==> src/rtl/core/heat_index_calculator_top_macros.svh <==
// Assertion macros for the heat index calculator.
`ifndef HEAT_INDEX_CALCULATOR_TOP_MACROS_SVH
`define HEAT_INDEX_CALCULATOR_TOP_MACROS_SVH
`ifndef SYNTHESIS
`define HIC_ASSERT_NOW(label, ante, cons) \
   label: assert property (@(posedge clock) disable iff (reset) (ante) |-> (cons)) \
      else $error("heat index check failed");
`define HIC_ASSERT_NEXT(label, ante, cons) \
   label: assert property (@(posedge clock) disable iff (reset) (ante) |=> (cons)) \
      else $error("heat index check failed");
`else
`define HIC_ASSERT_NOW(label, ante, cons)
`define HIC_ASSERT_NEXT(label, ante, cons)
`endif
`endif

==> src/rtl/core/hic_pkg.sv <==
package hic_pkg;

   typedef struct packed {
      logic signed [11:0] temp_tenths_f;
      logic [9:0]         humidity_tenths;
   } hic_req_type;

   typedef struct packed {
      logic signed [14:0] heat_index_tenths_f;
      logic               saturated;
      logic [1:0]         formula_used;
   } hic_rsp_type;

   typedef enum logic [1:0] {
      FORMULA_PLAIN    = 2'd0,
      FORMULA_DRY      = 2'd1,
      FORMULA_HUMID    = 2'd2,
      FORMULA_FALLBACK = 2'd3
   } formula_type;

   localparam int NUM_STAGES = 9;

   typedef struct packed {
      logic [NUM_STAGES-1:0] en;
      logic [NUM_STAGES-1:0] valid;
   } stage_ctrl_type;

   localparam int RW = 62;
   localparam int NW = 60;
   localparam int QW = 33;
   localparam int AW = 19;
   localparam int FW = 14;

   typedef struct packed {
      formula_type            formula;
      logic signed [AW-1:0]   adj;
      logic signed [FW-1:0]   fb_tenths;
   } adj_type;

   localparam logic signed [RW-1:0] REG_C0       = -62'sd42379000000000;
   localparam logic signed [RW-1:0] REG_C_T      = 62'sd204901523000;
   localparam logic signed [RW-1:0] REG_C_H      = 62'sd1014333127000;
   localparam logic signed [RW-1:0] REG_C_TH     = 62'sd2247554100;
   localparam logic signed [RW-1:0] REG_C_TSQ    = 62'sd68378300;
   localparam logic signed [RW-1:0] REG_C_HSQ    = 62'sd548171700;
   localparam logic signed [RW-1:0] REG_C_TSQH   = 62'sd1228740;
   localparam logic signed [RW-1:0] REG_C_THSQ   = 62'sd852820;
   localparam logic signed [RW-1:0] REG_C_TSQHSQ = 62'sd199;
   localparam logic signed [RW-1:0] REG_N_OFFSET = 62'sd524288000244140625;

   localparam logic [28:0] DIV_D     = 29'd488281250;
   localparam logic [33:0] DIV_RECIP = 34'd9444732965;
   localparam logic signed [QW-1:0] Q_BIAS = 33'sd1073741824;

   localparam logic [26:0] HUM_RECIP = 27'd109951163;
   localparam logic [20:0] FB_RECIP  = 21'd1073742;
   localparam logic [20:0] DRY_RECIP = 21'd1677722;

   localparam logic signed [33:0] LOW_LIMIT = 34'sd5242880;
   localparam logic signed [21:0] HI_MAX    = 22'sd9999;

   typedef logic [16:0] root_lut_type [256];

   function automatic root_lut_type build_root_lut();
      root_lut_type lut;
      logic [63:0]  v;
      logic [63:0]  res;
      logic [63:0]  step;
      for (int i = 0; i < 256; i++) begin
         if (i < 170) begin
            v    = (64'(170 - i) << 32) / 64'd170;
            res  = '0;
            step = 64'h4000_0000_0000_0000;
            for (int k = 0; k < 32; k++) begin
               if (v >= res + step) begin
                  v   = v - (res + step);
                  res = (res >> 1) + step;
               end else begin
                  res = res >> 1;
               end
               step = step >> 2;
            end
            lut[i] = res[16:0];
         end else begin
            lut[i] = '0;
         end
      end
      return lut;
   endfunction

   localparam root_lut_type ROOT_LUT = build_root_lut();

endpackage

==> src/rtl/core/hic_ctrl.sv <==
module hic_ctrl import hic_pkg::*; (
   input  logic           clock,
   input  logic           reset,
   input  logic           req_valid,
   output logic           req_ready,
   output logic           rsp_valid,
   input  logic           rsp_ready,
   output stage_ctrl_type ctrl
);

   logic [NUM_STAGES-1:0] valid_ff;
   logic [NUM_STAGES-1:0] valid_in;
   logic [NUM_STAGES-1:0] en;

   always_comb begin
      en[NUM_STAGES-1] = !valid_ff[NUM_STAGES-1] || rsp_ready;
      for (int i = NUM_STAGES - 2; i >= 0; i--) begin
         en[i] = !valid_ff[i] || en[i+1];
      end
      valid_in[0] = en[0] ? req_valid : valid_ff[0];
      for (int i = 1; i < NUM_STAGES; i++) begin
         valid_in[i] = en[i] ? valid_ff[i-1] : valid_ff[i];
      end
   end

   always_ff @(posedge clock) begin
      if (reset) begin
         valid_ff <= '0;
      end else begin
         valid_ff <= valid_in;
      end
   end

   assign req_ready  = en[0];
   assign rsp_valid  = valid_ff[NUM_STAGES-1];
   assign ctrl.en    = en;
   assign ctrl.valid = valid_ff;

endmodule

==> config.mk <==
export PLATFORM = sky130hd
export DESIGN_NAME = hic_ctrl
export DESIGN_NICKNAME = d
export VERILOG_FILES = /design/src/rtl/core/heat_index_calculator_top_macros.svh /design/src/rtl/core/hic_pkg.sv /design/src/rtl/core/hic_ctrl.sv
export SDC_FILE = /design/constraint.sdc
export NUM_CORES = 1
export LEC_CHECK = 0
export ABC_AREA = 1
export BUFFER_PORTS_ARGS = -buffer_cell sky130_fd_sc_hd__buf_2
export CAP_MARGIN = 25
export CORE_AREA = 2 2 39 41
export DETAILED_ROUTE_END_ITERATION = 16
export DIE_AREA = 0 0 41 43
export GPL_TIMING_DRIVEN = 0
export HOLD_SLACK_MARGIN = 0.15
export PLACE_DENSITY = 0.63
export SYNTH_ARGS = -nofsm -noshare
export SYNTH_HDL_FRONTEND = slang
export SYNTH_SLANG_ARGS = --single-unit
==> constraint.sdc <==
create_clock -name clock -period 1.9 [get_ports clock]
set_input_delay 0.57 -clock clock [delete_from_list [all_inputs] [get_ports clock]]
set_output_delay 0.57 -clock clock [all_outputs]
set_load 0.005 [all_outputs]
# Word level (Yosys, flattened, before mapping)
# Cells that the tools add are included.
# classes
reduce_logical,18
# op_table
operator,count
$logic_not A1 Y1,9
$logic_or A1 B1 Y1,9
# totals
regBits,9
input_bits,4
output_inout_bits,20
wordCells,27

# Longest topological paths before layout
# Gate-level depths: netlist of the first run.
# depth
ltp_word,10
ltp_mapped,7
mapped_depth_nobuf,7

# Worst setup path before layout of the first run
# OpenSTA, ideal clock, no wires.
# synth_timing
path_type,input -> output
startpoint,in rsp_ready
endpoint,out ctrl[9] (netlist name)
arrival_time_ns,1.358
t_required_ns,1.330
slack_ns,-0.028
cell_stages,7
path_buffers,1
cell_sequence,inv_1 > nand3_2 > nor2_4 > nand4_4 > nor2_4 > nand3_2 > buf_4
# synth_rtl
element,line_no,text
from (decl),hic_ctrl.sv:7,"input logic rsp_ready,"
to (decl),hic_ctrl.sv:8,output stage_ctrl_type ctrl

==> impl_results.html, run 1 <==
<table>
<tr><th>Metric</th><th>Value</th></tr>
<tr><th colspan="2">Hold path</th></tr>
<tr><td>Hold Crit Class</td><td>reg -&gt; reg</td></tr>
<tr><td>Depth of the worst hold-timing path</td><td>2</td></tr>
<tr><th colspan="2">Cells and area</th></tr>
<tr><td>Area taken by multi-input logic gates</td><td>roughly 150 um2</td></tr>
<tr><td>Area taken by flip-flops and latches</td><td>181 um2</td></tr>
<tr><td>Final instance count without filler cells</td><td>90</td></tr>
<tr><td>Post-synthesis to final-layout area growth</td><td>63.1%</td></tr>
<tr><td>Register with the highest flop count</td><td>valid_ff</td></tr>
<tr><td>Biggest regs</td><td>valid_ff: 9 flops</td></tr>
<tr><td>Filler cell count</td><td>roughly 160</td></tr>
<tr><td>Nets</td><td>a little under 80</td></tr>
<tr><td>Share of layout cells above drive strength 1</td><td>58.1%</td></tr>
<tr><td>Ant. Diodes</td><td>0</td></tr>
<tr><td>Number of flip-flops under the largest register name</td><td>9</td></tr>
<tr><td>Finished Cell Area</td><td>about 610 um2</td></tr>
<tr><th colspan="2">STA</th></tr>
<tr><td>Final total negative setup slack</td><td>-0.205 ns</td></tr>
<tr><td>Worst Slack Setup Final</td><td>-0.0872 ns</td></tr>
<tr><td>Max frequency</td><td>around 500 MHz</td></tr>
<tr><td>Slew headroom</td><td>72.1%</td></tr>
<tr><td>Hold violation count in the final report</td><td>0</td></tr>
<tr><td>Final Hold Slack</td><td>0.489 ns</td></tr>
<tr><td>Actual transition at the worst max-transition pin</td><td>0.419 ns</td></tr>
<tr><td>Max Clock Skew</td><td>0.00284 ns</td></tr>
<tr><td>Setup violations, final</td><td>5</td></tr>
<tr><td>Final critical-path share of the clock period</td><td>105%</td></tr>
<tr><td>Post-route minimum period</td><td>1.99 ns</td></tr>
<tr><td>Fin. max-slew vios</td><td>0</td></tr>
<tr><td>RSZ-0062 raised after global routing</td><td>yes</td></tr>
<tr><th colspan="2">Logic synthesis</th></tr>
<tr><td>Synthesis warning total</td><td>0</td></tr>
<tr><td>Synth Area in XOR/XNOR</td><td>0%</td></tr>
<tr><td>Combinational family with the most area after synthesis</td><td>simple AND/OR/NAND/NOR gates</td></tr>
<tr><td>Post-synthesis adder-cell area fraction</td><td>0%</td></tr>
<tr><td>Unique cell type count in the Yosys netlist</td><td>13</td></tr>
<tr><td>Compound-cell area share of the yosys netlist</td><td>between 10% and 20%</td></tr>
<tr><td>Mux share of post-synthesis cell area</td><td>0%</td></tr>
<tr><td>Post-Syn Instances</td><td>43</td></tr>
<tr><td>Fraction of the mapped netlist area in simple logic gates</td><td>23.6%</td></tr>
<tr><td>Share of synthesized area occupied by flip-flops and latches</td><td>47.8%</td></tr>
<tr><td>Number of synthesized register bits</td><td>9</td></tr>
<tr><td>Mean Syn Cell Area</td><td>about 8.8 um2</td></tr>
<tr><td>Netlist area before placement</td><td>377 um2</td></tr>
<tr><td>Post-Synthesis Net Count</td><td>47</td></tr>
<tr><th colspan="2">GRT</th></tr>
<tr><td>Antenna violations before repair</td><td>0</td></tr>
<tr><td>Global route total overflow</td><td>0</td></tr>
<tr><td>Global-route usage over all layers</td><td>roughly 11%</td></tr>
<tr><td>Vias in the first global route</td><td>315</td></tr>
<tr><td>Largest net degree at the start of global routing</td><td>10</td></tr>
<tr><td>First-pass GRT wire length</td><td>1320 um</td></tr>
<tr><th colspan="2">Routing</th></tr>
<tr><td>Via count normalized by instance count</td><td>4.08</td></tr>
<tr><td>First-pass detailed-route iteration total</td><td>3</td></tr>
<tr><td>Met1 Wirelength</td><td>348 um</td></tr>
<tr><td>Average wire per cell in the routed design</td><td>9.00 um</td></tr>
<tr><td>Routed Antenna Nets</td><td>0</td></tr>
<tr><td>Wirelength, routed</td><td>810 um</td></tr>
<tr><td>Routed met3 length</td><td>between 50 and 60 um</td></tr>
<tr><td>Via count</td><td>around 370</td></tr>
<tr><td>Post-detailed-route DRC marker count</td><td>0</td></tr>
<tr><td>First DRT Iteration DRCs</td><td>4</td></tr>
<tr><td>Highest metal layer used by the detailed router</td><td>met3</td></tr>
<tr><td>Total length of routed met2 wires</td><td>405 um</td></tr>
<tr><th colspan="2">Die</th></tr>
<tr><td>I/O pin count</td><td>24</td></tr>
<tr><td>Height of the die</td><td>43 um</td></tr>
<tr><td>Number of rows in the core area</td><td>14</td></tr>
<tr><td>Area of the die</td><td>between 0.0015 and 0.002 mm2</td></tr>
<tr><td>Die width</td><td>41 um</td></tr>
<tr><td>CORE AREA</td><td>between 0.001 and 0.0015 mm2</td></tr>
<tr><td>Effective utilization at floorplan</td><td>27.2%</td></tr>
<tr><th colspan="2">Placed design</th></tr>
<tr><td>Number of cells after detailed placement</td><td>81</td></tr>
<tr><td>Total half-perimeter wirelength after legalization and detailed placement</td><td>around 600 um</td></tr>
<tr><td>Post-placement cell area</td><td>526 um2</td></tr>
<tr><td>Routability congestion estimate</td><td>just over 0.6</td></tr>
<tr><td>PortBufs</td><td>22</td></tr>
<tr><th colspan="2">Run</th></tr>
<tr><td>Max-capacitance violation count</td><td>0</td></tr>
<tr><th colspan="2">Worst setup path</th></tr>
<tr><td>Critical path endpoint category</td><td>primary output</td></tr>
<tr><td>Capturing element of the worst setup path</td><td>ctrl[9]</td></tr>
<tr><td>Worst path arrival time</td><td>~1.4 ns</td></tr>
<tr><td>R2r endpoint</td><td>valid_ff[0]</td></tr>
<tr><td>CP startpoint kind</td><td>primary input</td></tr>
<tr><td>Depth of the worst register-to-register path</td><td>7</td></tr>
<tr><td>Launch point of the worst reg-to-reg path</td><td>valid_ff[7]</td></tr>
<tr><td>Critical path peak fanout</td><td>3</td></tr>
<tr><td>Cell at the slowest stage of the critical path</td><td>buf_6</td></tr>
<tr><td>Critical path startpoint</td><td>rsp_ready</td></tr>
<tr><td>CP Class</td><td>in -&gt; out</td></tr>
<tr><td>Flop2flop setup slack</td><td>0.70 ns</td></tr>
<tr><td>Ordered cell list for the critical path</td><td>buf_8 &gt; inv_8 &gt; nand3_4 &gt; nor2_4 &gt; nand4_4 &gt; nor2_4 &gt; nand3_2 &gt; buf_6 &gt; buf_6</td></tr>
<tr><td>Required arrival time at the worst endpoint</td><td>1.33 ns</td></tr>
<tr><td>Max incr delay on CP</td><td>0.13 ns</td></tr>
<tr><th colspan="2">Power and ir drop</th></tr>
<tr><td>Power density of the placed cells</td><td>588 mW/mm2</td></tr>
<tr><td>Leakage power figure</td><td>0.270 nW</td></tr>
<tr><td>VDD IR max</td><td>0.000306 V</td></tr>
<tr><td>Total power after layout</td><td>around 360 uW</td></tr>
<tr><th colspan="2">Clocking</th></tr>
<tr><td>Clock insertion delay at the later pin of the skew report</td><td>0.26 ns</td></tr>
<tr><td>Worst-case clock buffer depth</td><td>2</td></tr>
<tr><td>Clock slew at reported path FFs</td><td>0.06 ns</td></tr>
<tr><td>H-tree depth</td><td>1</td></tr>
<tr><td>CTS tree</td><td>done</td></tr>
<tr><td>Number of buffers inserted during clock tree synthesis</td><td>3</td></tr>
<tr><td>Clock Root Buffer</td><td>clkbuf_4</td></tr>
<tr><td>CTS sink count</td><td>9</td></tr>
<tr><th colspan="2">Outcome</th></tr>
<tr><td>Failing checks</td><td>negative setup slack</td></tr>
<tr><td>Result of the run</td><td>finished with violations</td></tr>
</table>
[cell usage after synthesis]
cell | number | area [um2]
nand3_2 | 2 | 20.0
a21oi_1 | 7 | 35.0
dfxtp_1 | 9 | 180
nand2_2 | 1 | 6.26
a21oi_2 | 1 | 8.76
nor2_4 | 2 | 22.5
nand4_4 | 1 | 21.3
nand2_1 | 2 | 7.51
inv_2 | 1 | 3.75
inv_1 | 11 | 41.3
clkbuf_1 | 1 | 3.75
buf_4 | 2 | 15.0
nor2_1 | 3 | 11.3
[logic make-up (layout without fill, tap and decap cells)]
family	after synthesis	count (layout)
compound gates	8	8
buf+inv	15	46
flops	9	9
simple gates	11	11
[worst min-delay path by stage]
| stage | from | end |
|---|---|---|
| floorplan | valid_ff[0] | valid_ff[1] |
| finish | valid_ff[0] | valid_ff[1] |
| detailed placement | valid_ff[0] | valid_ff[1] |
| global placement | valid_ff[0] | valid_ff[1] |
| CTS | valid_ff[0] | valid_ff[1] |
| global route | valid_ff[0] | valid_ff[1] |
[per-stage QoR]
step                      utilization (%)  worst slack (ns)
after CTS                            44.3            -0.101
final                                44.4           -0.0872
after floorplan                         -           0.00236
after global routing                 44.4            -0.174
after detailed placement             38.0            -0.271
after global placement               38.0            -0.264
[report_power, final]
part           total (mW)  switching (mW)  internal (mW)  leakage [nW]
clock network       0.146          0.0656         0.0809        0.0150
logic              0.0192          0.0100        0.00917         0.181
registers           0.196         0.00349          0.192        0.0736
total               0.361          0.0791          0.282         0.270
[cell usage in the layout, fill, tap and decap left out]
cell / n
buf_4: 6
clkbuf_4: 3
buf_6: 2
nor2_4: 3
nor2_1: 2
nand2_2: 1
inv_2: 1
inv_1: 10
buf_8: 1
nand2_1: 2
clkbuf_1: 2
nand4_4: 1
a21oi_2: 1
inv_8: 1
dfxtp_2: 1
nand3_2: 1
dfxtp_1: 8
buf_2: 20
a21oi_1: 7
nand3_4: 1
[per-layer routing]
metal  track usage, %  vias up
met4             6.00        0
met5                0        -
met1             14.3      162
met2             15.3       15
li1                 -      190
met3             4.71        0
[cell type report]
type	count	share of cell area (%)
Buffer	3	3.67
Sequential cell	9	29.5
Multi-Input combinational cell	19	24.0
Inverter	12	8.55
Tap cell	16	3.26
Timing Repair Buffer	27	26.7
Clock buffer	4	4.28
[critical path: cells and delay by family]
kind	cells	cell delay (ns)
buf+inv	4	0.37
simple gates	5	0.47
[what timing repair did]
action | 4_1_cts | 5_1_grt
setup buffers | 5 | 0
pin swaps | 2 | 0
hold buffers | 0 | 0
endpoints found under the setup margin | 6 | 7
resized for setup | 6 | 1
No activity file was read; power rests on OpenSTA's default activity.
==> inputs of run 2 (changes only) <==
Settings changed: MAX_ROUTING_LAYER from default to met4.
==> run 2 against run 1 <==
Compared with the run above:
- the flow still finishes with violations (negative setup slack)
- power increased by 0.42%
- non-clock buffer count unchanged
- sequential power about the same
- sequential share of layout area unchanged
- worst setup slack about the same
- clock skew about the same
- largest cell class unchanged
==> impl_results.html, run 2 (synthesized netlist as in run 1, its figures left out) <==
<table>
<tr><th>Metric</th><th>Value</th></tr>
<tr><th colspan="2">Outcome</th></tr>
<tr><td>Result of the run</td><td>finished with violations</td></tr>
<tr><td>Failing checks</td><td>negative setup slack</td></tr>
<tr><th colspan="2">Cells and area</th></tr>
<tr><td>Register with the highest flop count</td><td>valid_ff</td></tr>
<tr><td>Area taken by multi-input logic gates</td><td>148 um2</td></tr>
<tr><td>Most frequent standard cell in the layout excluding fill and tap cells</td><td>buf_2</td></tr>
<tr><td>Filler cell count</td><td>158</td></tr>
<tr><td>Number of flip-flops under the largest register name</td><td>9</td></tr>
<tr><td>Ant. Diodes</td><td>0</td></tr>
<tr><td>Finished Cell Area</td><td>614 um2</td></tr>
<tr><td>Post-synthesis to final-layout area growth</td><td>63.1%</td></tr>
<tr><td>Biggest regs</td><td>valid_ff: 9 flops</td></tr>
<tr><td>Commonest non-fill, non-tap cells in the layout</td><td>buf_2, inv_1, dfxtp_1</td></tr>
<tr><td>Final Core Density</td><td>about 44%</td></tr>
<tr><td>Area taken by flip-flops and latches</td><td>181 um2</td></tr>
<tr><td>Share of layout cells above drive strength 1</td><td>58.1%</td></tr>
<tr><td>Nets</td><td>just under 80</td></tr>
<tr><th colspan="2">Die</th></tr>
<tr><td>CORE AREA</td><td>0.00138 mm2</td></tr>
<tr><td>Height of the die</td><td>43 um</td></tr>
<tr><td>Die width</td><td>41 um</td></tr>
<tr><td>Effective utilization at floorplan</td><td>27.2%</td></tr>
<tr><td>Area of the die</td><td>0.00176 mm2</td></tr>
<tr><td>Number of rows in the core area</td><td>14</td></tr>
<tr><td>I/O pin count</td><td>24</td></tr>
<tr><th colspan="2">Clocking</th></tr>
<tr><td>H-tree depth</td><td>1</td></tr>
<tr><td>CTS tree</td><td>done</td></tr>
<tr><td>Clock slew at reported path FFs</td><td>roughly 0.060 ns</td></tr>
<tr><td>Clock insertion delay at the later pin of the skew report</td><td>between 0.2 and 0.3 ns</td></tr>
<tr><td>Number of buffers inserted during clock tree synthesis</td><td>3</td></tr>
<tr><td>CTS sink count</td><td>9</td></tr>
<tr><td>Clock Root Buffer</td><td>clkbuf_4</td></tr>
<tr><td>Worst-case clock buffer depth</td><td>2</td></tr>
<tr><th colspan="2">GRT</th></tr>
<tr><td>Largest net degree at the start of global routing</td><td>10</td></tr>
<tr><td>Vias in the first global route</td><td>310</td></tr>
<tr><td>Global route total overflow</td><td>0</td></tr>
<tr><td>Global-route usage over all layers</td><td>a little under an eighth</td></tr>
<tr><td>Antenna violations before repair</td><td>0</td></tr>
<tr><td>First-pass GRT wire length</td><td>between 1000 and 1500 um</td></tr>
<tr><th colspan="2">Routing</th></tr>
<tr><td>First-pass detailed-route iteration total</td><td>4</td></tr>
<tr><td>Post-detailed-route DRC marker count</td><td>0</td></tr>
<tr><td>Routed Antenna Nets</td><td>0</td></tr>
<tr><td>Wirelength, routed</td><td>819 um</td></tr>
<tr><td>First DRT Iteration DRCs</td><td>3</td></tr>
<tr><td>Average wire per cell in the routed design</td><td>approximately 9 um</td></tr>
<tr><td>Via count</td><td>370</td></tr>
<tr><td>Via count normalized by instance count</td><td>~4.1</td></tr>
<tr><th colspan="2">STA</th></tr>
<tr><td>Fin. max-slew vios</td><td>0</td></tr>
<tr><td>Worst Slack Setup Final</td><td>-0.0875 ns</td></tr>
<tr><td>Slew headroom</td><td>72.1%</td></tr>
<tr><td>Setup violations, final</td><td>5</td></tr>
<tr><td>Post-route minimum period</td><td>1.99 ns</td></tr>
<tr><td>Max frequency</td><td>503 MHz</td></tr>
<tr><td>Max Clock Skew</td><td>approximately 0.0028 ns</td></tr>
<tr><td>RSZ-0062 raised after global routing</td><td>yes</td></tr>
<tr><td>Hold violation count in the final report</td><td>0</td></tr>
<tr><td>Final critical-path share of the clock period</td><td>105%</td></tr>
<tr><td>Actual transition at the worst max-transition pin</td><td>around 0.42 ns</td></tr>
<tr><th colspan="2">Worst setup path</th></tr>
<tr><td>CP Class</td><td>in -&gt; out</td></tr>
<tr><td>Total stage count of the critical path</td><td>9</td></tr>
<tr><td>Critical path startpoint</td><td>rsp_ready</td></tr>
<tr><td>Cell at the slowest stage of the critical path</td><td>buf_6</td></tr>
<tr><td>Number of buffers and inverters on the critical path</td><td>4</td></tr>
<tr><td>Critical path endpoint category</td><td>primary output</td></tr>
<tr><td>CP startpoint kind</td><td>primary input</td></tr>
<tr><td>Max incr delay on CP</td><td>0.13 ns</td></tr>
<tr><td>Launch point of the worst reg-to-reg path</td><td>valid_ff[7]</td></tr>
<tr><td>Depth of the worst register-to-register path</td><td>7</td></tr>
<tr><td>Critical path peak fanout</td><td>3</td></tr>
<tr><td>Flop2flop setup slack</td><td>0.70 ns</td></tr>
<tr><td>Worst path arrival time</td><td>1.42 ns</td></tr>
<tr><td>Capturing element of the worst setup path</td><td>ctrl[9]</td></tr>
<tr><td>Ordered cell list for the critical path</td><td>buf_8 &gt; inv_8 &gt; nand3_4 &gt; nor2_4 &gt; nand4_4 &gt; nor2_4 &gt; nand3_2 &gt; buf_6 &gt; buf_6</td></tr>
<tr><td>R2r endpoint</td><td>valid_ff[0]</td></tr>
<tr><td>Required arrival time at the worst endpoint</td><td>1.33 ns</td></tr>
<tr><td>Dominant delay contributor by cell family on the critical path</td><td>simple AND/OR/NAND/NOR gates</td></tr>
<tr><th colspan="2">Power and ir drop</th></tr>
<tr><td>Leakage power figure</td><td>0.270 nW</td></tr>
<tr><td>Total power after layout</td><td>roughly 360 uW</td></tr>
<tr><td>Power density of the placed cells</td><td>590 mW/mm2</td></tr>
<tr><td>VDD IR max</td><td>0.000306 V</td></tr>
<tr><th colspan="2">Placed design</th></tr>
<tr><td>PortBufs</td><td>22</td></tr>
<tr><td>Post-placement cell area</td><td>between 500 and 600 um2</td></tr>
<tr><td>Routability congestion estimate</td><td>0.619</td></tr>
<tr><td>Total half-perimeter wirelength after legalization and detailed placement</td><td>~600 um</td></tr>
<tr><td>Worst-case setup slack after placement</td><td>-0.271 ns</td></tr>
<tr><th colspan="2">Run</th></tr>
<tr><td>Max-capacitance violation count</td><td>0</td></tr>
<tr><th colspan="2">Hold path</th></tr>
<tr><td>Hold Crit Class</td><td>reg -&gt; reg</td></tr>
</table>
-- run 2: metal layers --
metal  GRT usage, %  vias to the layer above  share of wire, %
li1               -                      189                 -
met1           14.3                      163                43
met2           15.3                       16                48
met3           4.71                        2               7.7
met4           6.00                        0              0.98
met5              -                        -                 0
-- run 2: how the worst min path moves through the flow --
stage	startpoint	to	cells past startpoint
final	valid_ff[0]	valid_ff[1]	2
after global routing	valid_ff[0]	valid_ff[1]	2
after CTS	valid_ff[0]	valid_ff[1]	2
after detailed placement	valid_ff[0]	valid_ff[1]	2
after global placement	valid_ff[0]	valid_ff[1]	2
after floorplan	valid_ff[0]	valid_ff[1]	2
-- run 2: worst register-to-register path: stages (launching register included) --
cell and delay (ns):
dfxtp_1 0.38, nand3_4 0.10, nor2_4 0.11, nand4_4 0.10, nor2_4 0.11, nand3_2 0.09
buf_4 0.15, a21oi_2 0.09
-- run 2: per-stage QoR --
stage,instances,TNS [ns],hold slack [ns]
after floorplan,43,0,0.470
after global placement,81,-0.773,0.476
after detailed placement,81,-0.825,0.484
after CTS,90,-0.274,0.492
after global routing,90,-0.677,0.511
final,90,-0.209,0.489
-- run 2: area by class of cell --
cell class / instances / share of cell area, %
inverter: 12 / 8.55
buffer: 3 / 3.67
sequential: 9 / 29.5
tap: 16 / 3.26
multi-input combinational: 19 / 24.0
clock buffer: 4 / 4.28
timing repair buffer: 27 / 26.7
-- run 2: where the power goes --
part	leakage (nW)	switching (mW)	total [mW]	internal (mW)
clock	0.0150	0.0670	0.148	0.0810
sequential	0.0736	0.00349	0.196	0.192
combinational	0.181	0.0100	0.0192	0.00917
-- run 2: repair_timing --
item / in CTS / in global routing
hold buffers: 0 / 0
gates cloned: 0 / 0
resized for setup: 6 / 1
setup endpoints to repair: 6 / 7
buffers inserted: 5 / 0
pin swaps: 2 / 0
==> inputs of run 3 (changes only) <==
Settings changed: CELL_PAD_IN_SITES_DETAIL_PLACEMENT from default to 1, CELL_PAD_IN_SITES_GLOBAL_PLACEMENT from default to 1, CORE_AREA 2 2 39 41 to default, CORE_MARGIN from default to 1.5, CORE_UTILIZATION from default to 26, DIE_AREA 0 0 41 43 to default, PLACE_DENSITY 0.63 to 0.78, TNS_END_PERCENT from default to 20.
==> run 3 against run 2 <==
Compared with the run above:
- the run still ends with negative setup slack left
- via count is 5.1% higher
- critical path depth unchanged
- worst hold slack better by 0.016 ns
- routed wire length rose by 25%
- power is 0.42% lower
- critical endpoint unchanged
==> impl_results.html, run 3 (synthesized netlist as in run 1, its figures left out) <==
<table>
<tr><th>Metric</th><th>Value</th></tr>
<tr><th colspan="2">Hold path</th></tr>
<tr><td>Hold Crit Class</td><td>reg -&gt; reg</td></tr>
<tr><td>Min-delay src</td><td>valid_ff[0]</td></tr>
<tr><td>Depth of the worst hold-timing path</td><td>2</td></tr>
<tr><td>Hold-critical path endpoint</td><td>valid_ff[1]</td></tr>
<tr><th colspan="2">Clocking</th></tr>
<tr><td>CTS sink count</td><td>9</td></tr>
<tr><td>Worst-case clock buffer depth</td><td>2</td></tr>
<tr><td>CTS tree</td><td>done</td></tr>
<tr><td>H-tree depth</td><td>1</td></tr>
<tr><td>Post-CTS Hold Fix Bufs</td><td>0</td></tr>
<tr><td>Clock Root Buffer</td><td>clkbuf_4</td></tr>
<tr><td>Clock slew at reported path FFs</td><td>0.06 ns</td></tr>
<tr><td>Clock insertion delay at the later pin of the skew report</td><td>roughly 0.25 ns</td></tr>
<tr><td>Number of buffers inserted during clock tree synthesis</td><td>3</td></tr>
<tr><th colspan="2">GRT</th></tr>
<tr><td>Antenna violations before repair</td><td>0</td></tr>
<tr><td>Largest net degree at the start of global routing</td><td>10</td></tr>
<tr><td>Vias in the first global route</td><td>348</td></tr>
<tr><td>Global-route usage over all layers</td><td>14.5%</td></tr>
<tr><td>First-pass GRT wire length</td><td>1490 um</td></tr>
<tr><td>Global route total overflow</td><td>0</td></tr>
<tr><th colspan="2">Run</th></tr>
<tr><td>Max-capacitance violation count</td><td>0</td></tr>
<tr><th colspan="2">Placed design</th></tr>
<tr><td>Routability congestion estimate</td><td>0.624</td></tr>
<tr><td>PortBufs</td><td>22</td></tr>
<tr><td>Number of cells after detailed placement</td><td>80</td></tr>
<tr><td>Worst-case setup slack after placement</td><td>-0.300 ns</td></tr>
<tr><td>Total half-perimeter wirelength after legalization and detailed placement</td><td>roughly 700 um</td></tr>
<tr><td>Post-placement cell area</td><td>524 um2</td></tr>
<tr><th colspan="2">Die</th></tr>
<tr><td>Height of the die</td><td>41.1 um</td></tr>
<tr><td>Effective utilization at floorplan</td><td>28.2%</td></tr>
<tr><td>Die width</td><td>between 40 and 50 um</td></tr>
<tr><td>Area of the die</td><td>0.00169 mm2</td></tr>
<tr><td>Number of rows in the core area</td><td>13</td></tr>
<tr><td>CORE AREA</td><td>0.00133 mm2</td></tr>
<tr><td>I/O pin count</td><td>24</td></tr>
<tr><th colspan="2">Routing</th></tr>
<tr><td>Wirelength, routed</td><td>a little over 1000 um</td></tr>
<tr><td>First DRT Iteration DRCs</td><td>4</td></tr>
<tr><td>Via count normalized by instance count</td><td>4.37</td></tr>
<tr><td>Post-detailed-route DRC marker count</td><td>0</td></tr>
<tr><td>Average wire per cell in the routed design</td><td>about 12 um</td></tr>
<tr><td>Via count</td><td>389</td></tr>
<tr><td>First-pass detailed-route iteration total</td><td>4</td></tr>
<tr><td>Routed Antenna Nets</td><td>0</td></tr>
<tr><th colspan="2">STA</th></tr>
<tr><td>Max Clock Skew</td><td>0.00368 ns</td></tr>
<tr><td>Hold violation count in the final report</td><td>0</td></tr>
<tr><td>Setup violations, final</td><td>5</td></tr>
<tr><td>Final total negative setup slack</td><td>-0.318 ns</td></tr>
<tr><td>Max frequency</td><td>496 MHz</td></tr>
<tr><td>Actual transition at the worst max-transition pin</td><td>0.424 ns</td></tr>
<tr><td>Post-route minimum period</td><td>about 2.0 ns</td></tr>
<tr><td>Fin. max-slew vios</td><td>0</td></tr>
<tr><td>RSZ-0062 raised after global routing</td><td>yes</td></tr>
<tr><td>Slew headroom</td><td>slightly above 70%</td></tr>
<tr><td>Worst Slack Setup Final</td><td>-0.115 ns</td></tr>
<tr><td>Final critical-path share of the clock period</td><td>106%</td></tr>
<tr><th colspan="2">Worst setup path</th></tr>
<tr><td>CP Class</td><td>in -&gt; out</td></tr>
<tr><td>Cell at the slowest stage of the critical path</td><td>buf_6</td></tr>
<tr><td>Critical path peak fanout</td><td>3</td></tr>
<tr><td>Flop2flop setup slack</td><td>0.66 ns</td></tr>
<tr><td>Ordered cell list for the critical path</td><td>buf_8 &gt; inv_8 &gt; nand3_4 &gt; nor2_4 &gt; nand4_4 &gt; nor2_4 &gt; nand3_2 &gt; buf_6 &gt; buf_6</td></tr>
<tr><td>Required arrival time at the worst endpoint</td><td>1.33 ns</td></tr>
<tr><td>Depth of the worst register-to-register path</td><td>7</td></tr>
<tr><td>Critical path endpoint category</td><td>primary output</td></tr>
<tr><td>Max incr delay on CP</td><td>0.13 ns</td></tr>
<tr><td>Number of buffers and inverters on the critical path</td><td>4</td></tr>
<tr><td>Dominant delay contributor by cell family on the critical path</td><td>simple AND/OR/NAND/NOR gates</td></tr>
<tr><td>R2r endpoint</td><td>valid_ff[0]</td></tr>
<tr><td>Launch point of the worst reg-to-reg path</td><td>valid_ff[7]</td></tr>
<tr><td>CP startpoint kind</td><td>primary input</td></tr>
<tr><td>Worst path arrival time</td><td>1.45 ns</td></tr>
<tr><th colspan="2">Power and ir drop</th></tr>
<tr><td>Power density of the placed cells</td><td>slightly below 600 mW/mm2</td></tr>
<tr><td>Leakage power figure</td><td>0.270 nW</td></tr>
<tr><td>VDD IR max</td><td>0.000393 V</td></tr>
<tr><td>Total power after layout</td><td>361 uW</td></tr>
<tr><th colspan="2">Cells and area</th></tr>
<tr><td>Most frequent standard cell in the layout excluding fill and tap cells</td><td>buf_2</td></tr>
<tr><td>Ant. Diodes</td><td>0</td></tr>
<tr><td>Filler cell count</td><td>176</td></tr>
<tr><td>Register with the highest flop count</td><td>valid_ff</td></tr>
<tr><td>Post-synthesis to final-layout area growth</td><td>62.8%</td></tr>
<tr><td>Nets</td><td>79</td></tr>
<tr><td>Commonest non-fill, non-tap cells in the layout</td><td>buf_2, inv_1, dfxtp_1</td></tr>
<tr><td>Biggest regs</td><td>valid_ff: 9 flops</td></tr>
<tr><td>Finished Cell Area</td><td>a little over 600 um2</td></tr>
<tr><td>Final instance count without filler cells</td><td>89</td></tr>
<tr><td>Number of flip-flops under the largest register name</td><td>9</td></tr>
<tr><td>Share of layout cells above drive strength 1</td><td>around 58%</td></tr>
<tr><th colspan="2">Outcome</th></tr>
<tr><td>Result of the run</td><td>finished with violations</td></tr>
<tr><td>Failing checks</td><td>negative setup slack</td></tr>
</table>
run 3: worst max path at each step:
stage	startpoint	endpoint	slack (ns)	depth (start not counted)
after floorplan	rsp_ready	ctrl[9]	0.002	7
after global placement	rsp_ready	ctrl[9]	-0.27	9
after detailed placement	rsp_ready	ctrl[9]	-0.30	9
after CTS	rsp_ready	ctrl[9]	-0.11	9
after global routing	rsp_ready	ctrl[9]	-0.17	9
final	rsp_ready	ctrl[9]	-0.12	9
run 3: per-stage QoR:
step / hold slack, ns / utilization [%]
after floorplan: 0.470 / -
after global placement: 0.466 / 39.3
after detailed placement: 0.477 / 39.3
after CTS: 0.503 / 45.9
after global routing: 0.531 / 46.0
final: 0.505 / 46.0
run 3: cell type report:
cell class	count	area [um2]	share of cell area, %
Sequential cell	9	181	29.6
Timing Repair Buffer	27	164	26.7
Multi-Input combinational cell	19	148	24.1
Inverter	12	52.6	8.57
Clock buffer	4	26.3	4.29
Buffer	3	22.5	3.67
Tap cell	15	18.8	3.06
run 3: per-layer routing:
metal  up-vias  track usage (%)  part of all wire (%)
li1        188                -                     -
met1       181             15.2                    38
met2        18             25.0                    56
met3         2             3.26                   5.7
met4         0             7.50                  0.39
met5         -                -                     0
run 3: where the power goes:
| group | switching [mW] | internal (mW) |
|---|---|---|
| clock network | 0.0647 | 0.0808 |
| registers | 0.00374 | 0.192 |
| logic | 0.0107 | 0.00918 |
| total | 0.0791 | 0.282 |
run 3: worst register-to-register path: stages (launching register included):
cell and delay, ns:
dfxtp_1 0.39, nand3_4 0.11, nor2_4 0.11, nand4_4 0.10, nor2_4 0.12, nand3_2 0.10
buf_4 0.16, a21oi_2 0.10
run 3: what timing repair did:
action                     in CTS  in global routing
buffers inserted                5                  0
gates resized for setup         6                  1
pin swaps                       2                  0
setup endpoints to repair       6                  7
cloned                          0                  0
